[src/ulist_pkg.sv]
// Shared types and constants for the unsorted list table.
package ulist_pkg;

   // Widths of the transaction fields.
   localparam int DATA_W = 32;
   localparam int MODE_W = 3;

   // Operation codes carried by the mode field.
   typedef enum logic [MODE_W-1:0] {
      MODE_INSERT   = 3'd0,
      MODE_DELETE   = 3'd1,
      MODE_RETRIEVE = 3'd2,
      MODE_RST_CUR  = 3'd3,
      MODE_GET_NEXT = 3'd4,
      MODE_CLEAR    = 3'd5
   } mode_type;

   // Sequencer states, one-hot.
   typedef enum logic [7:0] {
      ST_IDLE    = 8'b0000_0001,
      ST_SC_RD   = 8'b0000_0010,
      ST_SC_CMP  = 8'b0000_0100,
      ST_SH_RD   = 8'b0000_1000,
      ST_SH_WR   = 8'b0001_0000,
      ST_GN_RD   = 8'b0010_0000,
      ST_GN_DATA = 8'b0100_0000,
      ST_RESP    = 8'b1000_0000
   } state_type;

endpackage

[src/unsorted_list_table_unit.sv]
// Unsorted list table: ordered list of signed values with front insert and a walking cursor.
//
// Usage: one request channel (req_mode, req_value) and one response channel
// (rsp_found, rsp_item_out, rsp_count, rsp_full_res, rsp_rejected), both with
// valid/stall handshakes. Every request transaction yields exactly one response
// transaction, in order. The block works on one transaction at a time and
// raises req_stall until its response has been placed in the output register.
// The list is kept in a single RAM with the front entry at the highest used
// address, so an insert is one write and a delete closes the gap by moving the
// entries ahead of the match down one address at a time.
// Insert, cursor reset, clear and unused codes go straight to the response step;
// get-next first reads the entry at the cursor unless it wraps to none; retrieve
// and delete read and compare entries front to back, at most the count, and delete
// then moves each entry ahead of the match down by a read on the one RAM read
// port and a write. A new request is taken once the response is loaded.
// Reset (synchronous, active high) empties the list, parks the cursor at none
// and drops any pending response; the RAM content is not cleared. While the
// receiver stalls, the response is held, and a following request may be taken
// and worked on but waits before its response is loaded.
module unsorted_list_table_unit #(
   parameter int DEPTH = 16
) (
   input  logic                                  clock,
   input  logic                                  reset,
   input  logic                                  req_valid,
   output logic                                  req_stall,
   input  logic [ulist_pkg::MODE_W-1:0]          req_mode,
   input  logic signed [ulist_pkg::DATA_W-1:0]   req_value,
   output logic                                  rsp_valid,
   input  logic                                  rsp_stall,
   output logic                                  rsp_found,
   output logic signed [ulist_pkg::DATA_W-1:0]   rsp_item_out,
   output logic [$clog2(DEPTH+1)-1:0]            rsp_count,
   output logic                                  rsp_full_res,
   output logic                                  rsp_rejected
);

   import ulist_pkg::*;

   localparam int AW = $clog2(DEPTH);
   localparam int CW = $clog2(DEPTH + 1);

   // Sequencer and list state.
   state_type          state_ff, state_in;
   mode_type           mode_ff, mode_in;
   logic [DATA_W-1:0]  value_ff, value_in;
   logic [CW-1:0]      count_ff, count_in;
   logic               cur_act_ff, cur_act_in;
   logic [AW-1:0]      cur_idx_ff, cur_idx_in;
   logic [CW-1:0]      lidx_ff, lidx_in;
   logic [AW-1:0]      ptr_ff, ptr_in;

   // Result being built and the output register.
   logic               res_found_ff, res_found_in;
   logic [DATA_W-1:0]  res_item_ff, res_item_in;
   logic               res_rej_ff, res_rej_in;
   logic               rsp_valid_ff, rsp_valid_in;
   logic               rsp_found_ff, rsp_found_in;
   logic [DATA_W-1:0]  rsp_item_ff, rsp_item_in;
   logic [CW-1:0]      rsp_count_ff, rsp_count_in;
   logic               rsp_full_ff, rsp_full_in;
   logic               rsp_rej_ff, rsp_rej_in;

   // RAM port signals.
   logic               ram_we;
   logic [AW-1:0]      ram_waddr;
   logic [DATA_W-1:0]  ram_wdata;
   logic [AW-1:0]      ram_raddr;
   logic [DATA_W-1:0]  ram_rdata;

   // Physical addresses: logical position x lives at address count - 1 - x.
   logic [CW-1:0]      scan_phys;
   logic [CW-1:0]      cur_phys;

   assign scan_phys = count_ff - CW'(1) - lidx_ff;
   assign cur_phys  = count_ff - CW'(1) - CW'(cur_idx_ff);

   ulist_ram #(
      .WIDTH (DATA_W),
      .DEPTH (DEPTH)
   ) u_ram (
      .clock   (clock),
      .wr_en   (ram_we),
      .wr_addr (ram_waddr),
      .wr_data (ram_wdata),
      .rd_addr (ram_raddr),
      .rd_data (ram_rdata)
   );

   // Sequencer next-state logic.
   always_comb begin
      state_in     = state_ff;
      mode_in      = mode_ff;
      value_in     = value_ff;
      count_in     = count_ff;
      cur_act_in   = cur_act_ff;
      cur_idx_in   = cur_idx_ff;
      lidx_in      = lidx_ff;
      ptr_in       = ptr_ff;
      res_found_in = res_found_ff;
      res_item_in  = res_item_ff;
      res_rej_in   = res_rej_ff;
      rsp_valid_in = rsp_valid_ff;
      rsp_found_in = rsp_found_ff;
      rsp_item_in  = rsp_item_ff;
      rsp_count_in = rsp_count_ff;
      rsp_full_in  = rsp_full_ff;
      rsp_rej_in   = rsp_rej_ff;
      ram_we       = 1'b0;
      ram_waddr    = count_ff[AW-1:0];
      ram_wdata    = req_value;
      ram_raddr    = scan_phys[AW-1:0];

      // A response leaves when the receiver takes it.
      if (rsp_valid_ff && !rsp_stall) begin
         rsp_valid_in = 1'b0;
      end

      case (state_ff)
         ST_IDLE: begin
            if (req_valid) begin
               mode_in      = mode_type'(req_mode);
               value_in     = req_value;
               res_found_in = 1'b0;
               res_item_in  = '0;
               res_rej_in   = 1'b0;
               lidx_in      = '0;
               state_in     = ST_RESP;
               case (mode_type'(req_mode))
                  MODE_INSERT: begin
                     // New front entry goes just above the current top.
                     if (count_ff == CW'(DEPTH)) begin
                        res_rej_in = 1'b1;
                     end else begin
                        ram_we   = 1'b1;
                        count_in = count_ff + CW'(1);
                        if (cur_act_ff) begin
                           cur_idx_in = cur_idx_ff + AW'(1);
                        end
                     end
                  end
                  MODE_DELETE, MODE_RETRIEVE: begin
                     if (count_ff != '0) begin
                        state_in = ST_SC_RD;
                     end
                  end
                  MODE_RST_CUR: begin
                     cur_act_in = 1'b0;
                     cur_idx_in = '0;
                  end
                  MODE_GET_NEXT: begin
                     // Advance the cursor, wrapping to none after the last entry.
                     if (!cur_act_ff) begin
                        if (count_ff != '0) begin
                           cur_act_in = 1'b1;
                           cur_idx_in = '0;
                           state_in   = ST_GN_RD;
                        end
                     end else if (CW'(cur_idx_ff) + CW'(1) < count_ff) begin
                        cur_idx_in = cur_idx_ff + AW'(1);
                        state_in   = ST_GN_RD;
                     end else begin
                        cur_act_in = 1'b0;
                        cur_idx_in = '0;
                     end
                  end
                  MODE_CLEAR: begin
                     count_in   = '0;
                     cur_act_in = 1'b0;
                     cur_idx_in = '0;
                  end
                  default: begin
                  end
               endcase
            end
         end

         ST_SC_RD: begin
            ram_raddr = scan_phys[AW-1:0];
            state_in  = ST_SC_CMP;
         end

         ST_SC_CMP: begin
            // Compare one entry per visit, front to back.
            if (ram_rdata == value_ff) begin
               res_found_in = 1'b1;
               if (mode_ff == MODE_RETRIEVE) begin
                  res_item_in = value_ff;
                  state_in    = ST_RESP;
               end else begin
                  if (cur_act_ff) begin
                     if (CW'(cur_idx_ff) == lidx_ff) begin
                        cur_act_in = 1'b0;
                        cur_idx_in = '0;
                     end else if (CW'(cur_idx_ff) > lidx_ff) begin
                        cur_idx_in = cur_idx_ff - AW'(1);
                     end
                  end
                  ptr_in = scan_phys[AW-1:0];
                  // Entries ahead of the match sit above it and must move down.
                  if (lidx_ff != '0) begin
                     state_in = ST_SH_RD;
                  end else begin
                     count_in = count_ff - CW'(1);
                     state_in = ST_RESP;
                  end
               end
            end else if (lidx_ff + CW'(1) == count_ff) begin
               state_in = ST_RESP;
            end else begin
               lidx_in  = lidx_ff + CW'(1);
               state_in = ST_SC_RD;
            end
         end

         ST_SH_RD: begin
            ram_raddr = ptr_ff + AW'(1);
            state_in  = ST_SH_WR;
         end

         ST_SH_WR: begin
            // Move one entry down into the gap.
            ram_we    = 1'b1;
            ram_waddr = ptr_ff;
            ram_wdata = ram_rdata;
            ptr_in    = ptr_ff + AW'(1);
            if (CW'(ptr_ff) + CW'(2) < count_ff) begin
               state_in = ST_SH_RD;
            end else begin
               count_in = count_ff - CW'(1);
               state_in = ST_RESP;
            end
         end

         ST_GN_RD: begin
            ram_raddr = cur_phys[AW-1:0];
            state_in  = ST_GN_DATA;
         end

         ST_GN_DATA: begin
            res_found_in = 1'b1;
            res_item_in  = ram_rdata;
            state_in     = ST_RESP;
         end

         ST_RESP: begin
            // Load the output register once it is free.
            if (!rsp_valid_ff || !rsp_stall) begin
               rsp_valid_in = 1'b1;
               rsp_found_in = res_found_ff;
               rsp_item_in  = res_item_ff;
               rsp_count_in = count_ff;
               rsp_full_in  = (count_ff == CW'(DEPTH));
               rsp_rej_in   = res_rej_ff;
               state_in     = ST_IDLE;
            end
         end

         default: begin
            state_in = ST_IDLE;
         end
      endcase
   end

   // Control registers.
   always_ff @(posedge clock) begin
      if (reset) begin
         state_ff     <= ST_IDLE;
         count_ff     <= '0;
         cur_act_ff   <= 1'b0;
         cur_idx_ff   <= '0;
         rsp_valid_ff <= 1'b0;
      end else begin
         state_ff     <= state_in;
         count_ff     <= count_in;
         cur_act_ff   <= cur_act_in;
         cur_idx_ff   <= cur_idx_in;
         rsp_valid_ff <= rsp_valid_in;
      end
   end

   // Payload registers.
   always_ff @(posedge clock) begin
      mode_ff      <= mode_in;
      value_ff     <= value_in;
      lidx_ff      <= lidx_in;
      ptr_ff       <= ptr_in;
      res_found_ff <= res_found_in;
      res_item_ff  <= res_item_in;
      res_rej_ff   <= res_rej_in;
      rsp_found_ff <= rsp_found_in;
      rsp_item_ff  <= rsp_item_in;
      rsp_count_ff <= rsp_count_in;
      rsp_full_ff  <= rsp_full_in;
      rsp_rej_ff   <= rsp_rej_in;
   end

   assign req_stall    = (state_ff != ST_IDLE);
   assign rsp_valid    = rsp_valid_ff;
   assign rsp_found    = rsp_found_ff;
   assign rsp_item_out = rsp_item_ff;
   assign rsp_count    = rsp_count_ff;
   assign rsp_full_res = rsp_full_ff;
   assign rsp_rejected = rsp_rej_ff;

endmodule

[src/ulist_ram.sv]
// Generic single-write, single-read RAM with registered read data.
module ulist_ram #(
   parameter int WIDTH = 32,
   parameter int DEPTH = 16
) (
   input  logic                     clock,
   input  logic                     wr_en,
   input  logic [$clog2(DEPTH)-1:0] wr_addr,
   input  logic [WIDTH-1:0]         wr_data,
   input  logic [$clog2(DEPTH)-1:0] rd_addr,
   output logic [WIDTH-1:0]         rd_data
);

   logic [WIDTH-1:0] mem_ff [DEPTH];
   logic [WIDTH-1:0] rd_data_ff;

   // Write port and registered read port.
   always_ff @(posedge clock) begin
      if (wr_en) begin
         mem_ff[wr_addr] <= wr_data;
      end
      rd_data_ff <= mem_ff[rd_addr];
   end

   assign rd_data = rd_data_ff;

endmodule
[config.mk]
export PLATFORM = sky130hd
export DESIGN_NAME = unsorted_list_table_unit
export DESIGN_NICKNAME = d
export VERILOG_FILES = /design/src/ulist_pkg.sv /design/src/unsorted_list_table_unit.sv /design/src/ulist_ram.sv
export SDC_FILE = /design/constraint.sdc
export NUM_CORES = 1
export LEC_CHECK = 0
export ABC_CLOCK_PERIOD_IN_PS = 4600
export BUFFER_PORTS_ARGS = -buffer_cell sky130_fd_sc_hd__buf_4
export CORE_MARGIN = 4
export CORE_UTILIZATION = 30
export DETAILED_ROUTE_END_ITERATION = 10
export GPL_ROUTABILITY_DRIVEN = 0
export PLACE_DENSITY_LB_ADDON = 0.08
export SYNTH_ARGS = -nofsm -noshare
export SYNTH_HDL_FRONTEND = slang
export SYNTH_HIERARCHICAL = 1
export SYNTH_SLANG_ARGS = --single-unit
[constraint.sdc]
create_clock -name clock -period 4.6 [get_ports clock]
set_input_delay 0.23 -clock clock [delete_from_list [all_inputs] [get_ports clock]]
set_output_delay 0.23 -clock clock [all_outputs]
set_load 0.05 [all_outputs]
======== After elaboration in Yosys (flattened, before gate mapping) ========
Memories as Yosys holds them, arrays and structs flattened. A register that Yosys moved wholly into a read port is not among the register bits.
Index checks and enable logic that the tools add are counted.
W data, S select, Z words.
word-level totals
  register bits after elaboration ......... 137
  memory bits (writable) .................. 512
  bits of input ports ..................... 39
  memories ................................ 1
cells by class
  $add $sub $neg .......................... 10
  order comparisons ....................... 3
  equal/unequal tests ..................... 36
  muxes and demuxes ....................... 71
  reductions and logical operators ........ 23
memories
  name          words  bits a word  rd ports  clocked after Yosys merged registers in  wr ports  line             RTL
  u_ram.mem_ff  16     32           1         1                                        1         ulist_ram.sv:14  logic [WIDTH-1:0] mem_ff [DEPTH];
operator list
  cell                   count
  $mux W32               4
  $pmux W32 S3           1
  $mux W8                11
  $pmux W8 S8            1
  $mux W4                14
  $mux W5                9
  $eq A32 B32 Y1         1
  $pmux W4 S2            3
  $ne A2 B2 Y1 const B   10
  $pmux W5 S2            2
  $mux W1                19
  $pmux W8 S2            1
  $pmux W5 S3            1
  $pmux W4 S3            1
  $add A5 B1 Y5 const B  2
  $lt A5 B5 Y1           2
  $reduce_and A10 Y1     1
  $reduce_bool A5 Y1     2
  $eq A3 B2 Y1 const B   3
  $ne A3 B3 Y1 const B   3
  $add A4 B1 Y4 const B  2
  $eq A8 B1 Y1 const B   1
  $eq A8 B2 Y1 const B   1
  $eq A8 B3 Y1 const B   1
  35 further kinds       47

======== Depth between registers and ports, before layout ========
Gate-level depths: netlist of the first run.
  depth in word-level cells ............... 7
  depth in mapped cells ................... 15

======== Hierarchy ========
Netlist of the first run, hierarchy kept.
modules (own cells, without submodules)
  module                    times used  cells an instance  area an instance (sq um)  seq. area each (sq um)
  ulist_ram                 1           838                19835.3                   16015.4
  unsorted_list_table_unit  1           577                7101.8                    3923.8

======== Worst setup path before layout of the first run ========
Ideal clock, no wire load.
  path kind ............................... reg-to-reg
  from .................................... reg state_ff[7]
  to ...................................... mem u_ram.mem_ff[0][0] (enable)
  setup time .............................. 0.461 ns
  arrival ................................. 4.441 ns
  data required time ...................... 4.139 ns
  setup slack ............................. -0.302 ns
  cell stages (with the launch flop) ...... 8
  clock period less this slack ............ 4.902 ns
  cells stage by stage .................... dfxtp_1 > nor4_4 > nand4b_1 > clkbuf_1 > buf_1 > mux2_2 > or3b_2 > nor3_1
between the ends
  elaborated cells on any way between the ends .. 6
  those cells by class .................... 2 x eq/ne; 4 x mux
RTL lines
  what                    line                             RTL
  from (decl)             unsorted_list_table_unit.sv:44   state_type state_ff, state_in;
  from (signal assigned)  unsorted_list_table_unit.sv:274  state_ff <= state_in;
  $eq A8 B5 Y1            unsorted_list_table_unit.sv:119  case (state_ff)
  $mux W4                 unsorted_list_table_unit.sv:119
  net ram_waddr[2]        unsorted_list_table_unit.sv:66   logic [AW-1:0] ram_waddr;
  to (decl)               ulist_ram.sv:14
The timed path passes the listed nets, and every way through them passes these cells.

======== Worst setup path after layout of the first run ========
  from .................................... reg count_ff[0]
  to ...................................... reg u_ram.rd_data_ff[31] (netlist: u_ram/rd_data[31]) (read register of u_ram.mem_ff)
between the ends
  longest elaborated chain between the ends .. 3
  elaborated cells on any way between the ends .. 4
  those cells by class .................... 3 x add/sub; 1 x mux
ends and longest elaborated chain
  what                              line                                                            RTL
  from (decl)                       unsorted_list_table_unit.sv:47                                  logic [CW-1:0] count_ff, count_in;
  from (signal assigned)            unsorted_list_table_unit.sv:275                                 count_ff <= count_in;
  $sub A5 B1 Y5 *                   -
  $sub A4 B4 Y4 (on tied branches)  unsorted_list_table_unit.sv:75, unsorted_list_table_unit.sv:76
  $pmux W4 S2 *                     unsorted_list_table_unit.sv:119
  net ram_raddr[1]                  unsorted_list_table_unit.sv:68                                  logic [AW-1:0] ram_raddr;
  to (decl)                         ulist_ram.sv:15                                                 logic [WIDTH-1:0] rd_data_ff;
Mark *: on every way through the listed nets, which the timed path passes. The rest lies on a longest branch.
A chain may end at the register's enable or synchronous reset.

==> run metrics, run 1 <==
status finished clean; post-synthesis net count 1,483; die height 307.7 µm; Slew headroom 24.55%; GRT overflow 0; EDFF count, synth 630; skew final roughly 0.024 ns; Die ar. 0.09465 mm²; number of global-route vias before repair approximately 15,000; nature of the critical path endpoint flop; crit start category flop; Wirelength per Cell 26.03 µm; Max Cap Viol 0; I/O pin count 81; core area 0.08878 mm²; maximum VDD drop 0.0002684 V; register area share after synthesis between 70% and 80%; P&R area growth vs syn 20.24%; Max Slew Vio Count 0; CTS tree built; Synth Instances 1,415; final critical-path share of the clock period between 80% and 90%; hpwl dp between 40,000 and 50,000 µm; synth unique cells 65; cts hold-fix bufs 38; RSZ-0062 raised after global routing false; Syn. warnings 6; TritonRoute pass-1 iters 5; Worst Max-Slew Pin Slew 1.116 ns; GRT Resource Usage Total approximately 16%; kind of critical path flop to flop; Clk Latency, worst-skew pair about 0.62 ns; Root Driver clkbuf_16; deepest clock path buffer count 3; 1st-iter DRT viols ~1,100; Async SR Flop Fraction 0%; Starting Density 30.34%; layout cells sized above 1 26.89%; Final ANT Viol Nets 0; Data arrival, critical path 4.24 ns; largest net degree at the start of global routing 78; Static Leak 10.66 nW; Hold Crit Class primary input to flop; clock transition at the registers of the reported paths 0.06 ns; power per cell area 510.0 mW/mm²; row count 109; Avg Vias per Cell approximately 5.0; fin nets between 1,500 and 2,000; antenna violations before repair 2; post-CTS setup buffer count 0; Non-Filler Instances between 2,000 and 3,000; n_diodes 0; width of the die 307.7 µm; cell area after synthesis 0.02694 mm²; number of fill cells in the layout 8,255; Max FO, Critical Path 77; Max Freq 266.8 MHz; Post-Route WL between 70,000 and 80,000 µm; Post-CTS Resized 0; most common cell after layout, fill and taps aside edfxtp_1; Synth Area per Inst approximately 19 µm²; final period demand of the worst path 3.748 ns; Setup TNS 0 ns; Main synth FF type edfxtp_1; number of clock sinks 681; H-tree levels 3; final-report setup violation count 0; Hold Violations, Final 0; most frequent cells in the layout edfxtp_1, mux4_2, buf_4, clkbuf_16, a22oi_1; drt drc 0; FF+latch count, synth 681; global-route wire length before repair between 100,000 and 150,000 µm; Num CTS Buffers 79; routed vias 14,040; CP required ~5.1 ns; dpl cells 2,645; Port Buffer Count 80
==> cells in the mapped netlist, drive strengths merged, types with 8 or more instances <==
cell type  number  area [µm²]
nor2           56       210.2
dfxtp          51        1021
nand2b          9       56.30
a22oi          64       480.5
o31ai           8       65.06
a21oi          22       117.6
o21ai          20       100.1
xnor2          16       140.1
mux2           36       405.4
nor3           20       100.1
inv            24       90.09
ha             27       337.8
nand3          16       80.08
nor4           13       102.6
xor2           41       359.1
nand2          58       217.7
clkbuf         34       167.7
mux4          128        2883
edfxtp        630       18920
buf            32       168.9
a22o           33       289.0
==> registers in the layout, indices dropped and copies added (netlist names) <==
register and count:
cur_idx_ff 4, mode_ff 3, ptr_ff 4, lidx_ff 5
res_found_ff 1, res_item_ff 32, rsp_found 1, value_ff 32
rsp_full_res 1, cur_act_ff 1, rsp_item_out 32, u_ram/mem_ff 512
rsp_valid 1, res_rej_ff 1, rsp_count 5, u_ram/rd_data 32
rsp_rejected 1, state_ff 8, count_ff 5
==> through the flow <==
stage          power, mW  hold WS [ns]  cell area [µm²]  setup WS, ns  utilization, %
3_3_place_gp       10.53        0.4007            29440        0.9101           33.15
6_report           16.52        0.3392            32390        0.8517           36.48
5_1_grt            17.26        0.3235            32390        0.5774           36.48
3_5_place_dp       10.51        0.4045            29440        0.8900           33.15
4_1_cts            16.83        0.2950            32390        0.8700           36.48
2_1_floorplan      9.269        0.3289            26950       0.07891               -
==> layout make-up <==
class | instances | area (µm²) | area share (%)
multi-input cells | 643 | 6760 | 20.87
clock buffers | 119 | 2250 | 6.946
clock inverters | 29 | 324.1 | 1.001
flip-flops and latches | 681 | 19940 | 61.56
inverters | 25 | 95.09 | 0.2936
repair buffers | 169 | 1564 | 4.829
well taps | 1165 | 1458 | 4.500
==> routing by layer <==
metal	global-route usage (%)	routed length (µm)
met1	21.63	33870
met2	25.62	35230
met3	2.366	3122
met4	4.262	1457
met5	0	0
==> report_power, final <==
group	internal (mW)	total [mW]	switching [mW]
sequential	7.10	7.34	0.238
combinational	1.17	2.98	1.81
clock	3.68	6.19	2.51
==> final timing paths <==
path                                       from           endpoint  slack, ns  depth (start not counted)
worst min register to register  res_item_ff[24]   rsp_item_out[24]       0.41                          0
worst min-delay path              req_value[16]       value_ff[16]       0.34                          2
worst max register to register      count_ff[0]  u_ram/rd_data[31]       0.85                         12
worst max-delay path                count_ff[0]  u_ram/rd_data[31]       0.85                         12
==> cell families after synthesis <==
| kind of cell | synth area share, % |
|---|---|
| xor gates and xnor gates | 1.853 |
| buffers and inverters | 1.602 |
| muxes | 12.28 |
| AOI/OAI and AO/OA | 4.808 |
| adders and majority gates | 1.403 |
| DFF | 74.02 |
| and+or+nand+nor | 4.032 |
==> critical path: stages, from the launching register on <==
cell	delay [ns]
dfxtp_1	0.54
inv_1	0.14
ha_1	0.37
inv_1	0.11
fa_1	0.58
nor2_1	0.06
a21oi_1	0.15
o22ai_1	0.13
a21oi_4	0.23
buf_12	0.44
mux4_2	0.41
a22oi_1	0.31
nand2_1	0.09
No activity file was read; power rests on OpenSTA's default activity.
==> run 2, diff against run 1 <==
Settings changed: ABC_AREA set to 1, ABC_CLOCK_PERIOD_IN_PS 4600 to 3800.
Clock period 4.6 ns to 3.8 ns, I/O delays scaled along.
==> run metrics, run 2 <==
status finished clean; Starting Density 30.29% (-0.047 points); maximum VDD drop 0.001018 V (+280%); n_diodes 0 (unchanged); Slew headroom 45.33% (+21 points); number of fill cells in the layout 9,739 (+18%); fin nets 3,128 (+88%); Max Slew Vio Count 0 (unchanged); number of clock sinks 681 (unchanged); global-route wire length before repair 131,600 µm (+24%); CTS tree built; synth top area cells edfxtp_1, nand2_1, nand3_1; count leader, synth nand2_1; largest reg by FF count u_ram/mem_ff; FF+latch count, synth 681 (unchanged); Non-Filler Instances 4,409 (+56%); Wirelength per Cell 20.28 µm (-22%); cell area after synthesis 0.02986 mm² (+11%); 1st-iter DRT viols 1,225 (+12%); Post-CTS Resized 0 (unchanged); TritonRoute pass-1 iters 5 (unchanged); power per cell area 916.5 mW/mm² (+80%); layout cells sized above 1 10.47% (-16 points); row count 115 (+5.5%); H-tree levels 3 (unchanged); P&R area growth vs syn 18.71%; final-report setup violation count 0 (unchanged); drt drc 0 (unchanged); Synth Area per Inst 10.30 µm² (-46%); core area 0.09856 mm² (+11%); most frequent cells in the layout nand2_1, edfxtp_1, inv_1, nand3_1, buf_4; Static Leak 14.88 nW (+40%); I/O pin count 81 (unchanged); synth unique cells 44 (-32%); Die ar. 0.1046 mm² (+11%); kind of critical path flop to flop; crit start category flop; Hold Crit Class primary input to flop; largest net degree at the start of global routing 129 (+65%); Setup TNS 0 ns (unchanged); Post-synth top cells nand2_1, edfxtp_1, inv_1; Final ANT Viol Nets 0 (unchanged); skew final 0.02293 ns (-0.001051 ns); Max Cap Viol 0 (unchanged); most common cell after layout, fill and taps aside nand2_1; deepest clock path buffer count 3 (unchanged); worst setup margin 0.5028 ns (-0.3490 ns); Root Driver clkbuf_16; Data arrival, critical path 3.60 ns (-0.64 ns); Avg Vias per Cell 4.547 (-8.3%); Post-Route WL 89,390 µm (+21%); number of global-route vias before repair 19,570 (+33%); Synth Instances 2,898 (+100%); Port Buffer Count 80 (unchanged); EDFF count, synth 630 (unchanged); cell taking the most area after synthesis edfxtp_1; Worst Max-Slew Pin Slew 0.8201 ns (-0.2960 ns); hpwl dp 48,990 µm (+11%); RSZ-0062 raised after global routing false; routed vias 20,050 (+43%); Async SR Flop Fraction 0% (unchanged); CP required 4.10 ns (-0.99 ns); dpl cells 4,227 (+60%); Max Freq 303.3 MHz (+14%); Fin Hold WS 0.2988 ns (-0.04046 ns); clock transition at the registers of the reported paths 0.06 ns (about the same); antenna violations before repair 0 (-2); Num CTS Buffers 79 (unchanged); die height 323.5 µm (+5.1%); register area share after synthesis 66.78% (-7.2 points); Main synth FF type edfxtp_1; post-synthesis net count 2,966 (+100%); Synth top area share 63.36% (-6.9 points); width of the die 323.5 µm (+5.1%); Clk Latency, worst-skew pair 0.63 ns (about the same); max reg flops 512 (unchanged); GRT overflow 0 (unchanged); final period demand of the worst path 3.297 ns (-0.4510 ns); pre-CTS WS 0.5031 ns (-0.3869 ns); final critical-path share of the clock period 86.77% (+5.3 points); Max FO, Critical Path 9 (-88%); GRT Resource Usage Total 17.07% (+1.5 points); Hold Violations, Final 0 (unchanged); Syn. warnings 6 (unchanged); nature of the critical path endpoint flop
-- run 2: cells by family after synthesis --
kind of cell | count (synthesis) | share of synthesized area (%)
buffers and inverters | 636 | 9.060
flip-flops | 681 | 66.78
AO/OA/AOI/OAI | 116 | 2.167
AND/OR/NAND/NOR | 1404 | 19.79
adder cells (fa/ha/maj) | 29 | 1.266
XOR/XNOR | 32 | 0.9387
-- run 2: worst paths after layout --
path	start	endpoint	slack [ns]	cells after the start
worst max-delay path	count_ff[1]	u_ram/mem_ff[5][9]	0.50	9
worst min-delay path	req_value[26]	value_ff[26]	0.30	2
worst max register to register	count_ff[1]	u_ram/mem_ff[5][9]	0.50	9
worst min register to register	res_item_ff[21]	rsp_item_out[21]	0.42	0
-- run 2: timing repair --
item,CTS,global route
hold buffers,39,0
endpoints found under the hold margin,48,0
setup buffers,0,0
-- run 2: per-stage QoR --
step                      power (mW)  instance area (µm²)  utilization, %
after floorplan                20.15                29860               -
after global placement         25.10                32460           32.93
after detailed placement       25.22                32460           32.93
after CTS                      33.03                35440           35.96
after global routing           34.93                35440           35.96
final                          32.48                35440           35.96
-- run 2: final cells by class --
class	instances	area, µm²	share of cell area, %
multi-input combinational	1581	7407	20.90
tap	1287	1610	4.543
clock buffer	101	2173	6.132
timing repair buffer	205	1962	5.535
inverter	512	1931	5.447
sequential	681	19940	56.26
clock inverter	42	420.4	1.186
-- run 2: worst max-delay path, cell delays in order, from the launching register on --
cell      delay (ns)
dfxtp_1         0.51
inv_1           0.22
ha_1            0.26
nand2_1         0.09
nor2_2          0.06
o41ai_1         0.41
buf_4           0.22
nand3b_1        0.34
nor2_4          0.51
buf_4           0.33
-- run 2: routing by layer --
layer  share of wire [%]  GRT usage, %
met5                   0             0
met4                 2.2         4.805
met3                 4.0         2.290
met2                  47         28.43
met1                  47         23.42
-- run 2: power by group --
part           switching (mW)  leakage (nW)  internal (mW)
sequential              0.543          6.15           9.13
combinational            10.6          7.46           4.54
clock                    3.08          1.27           4.58
total                    14.2          14.9           18.2
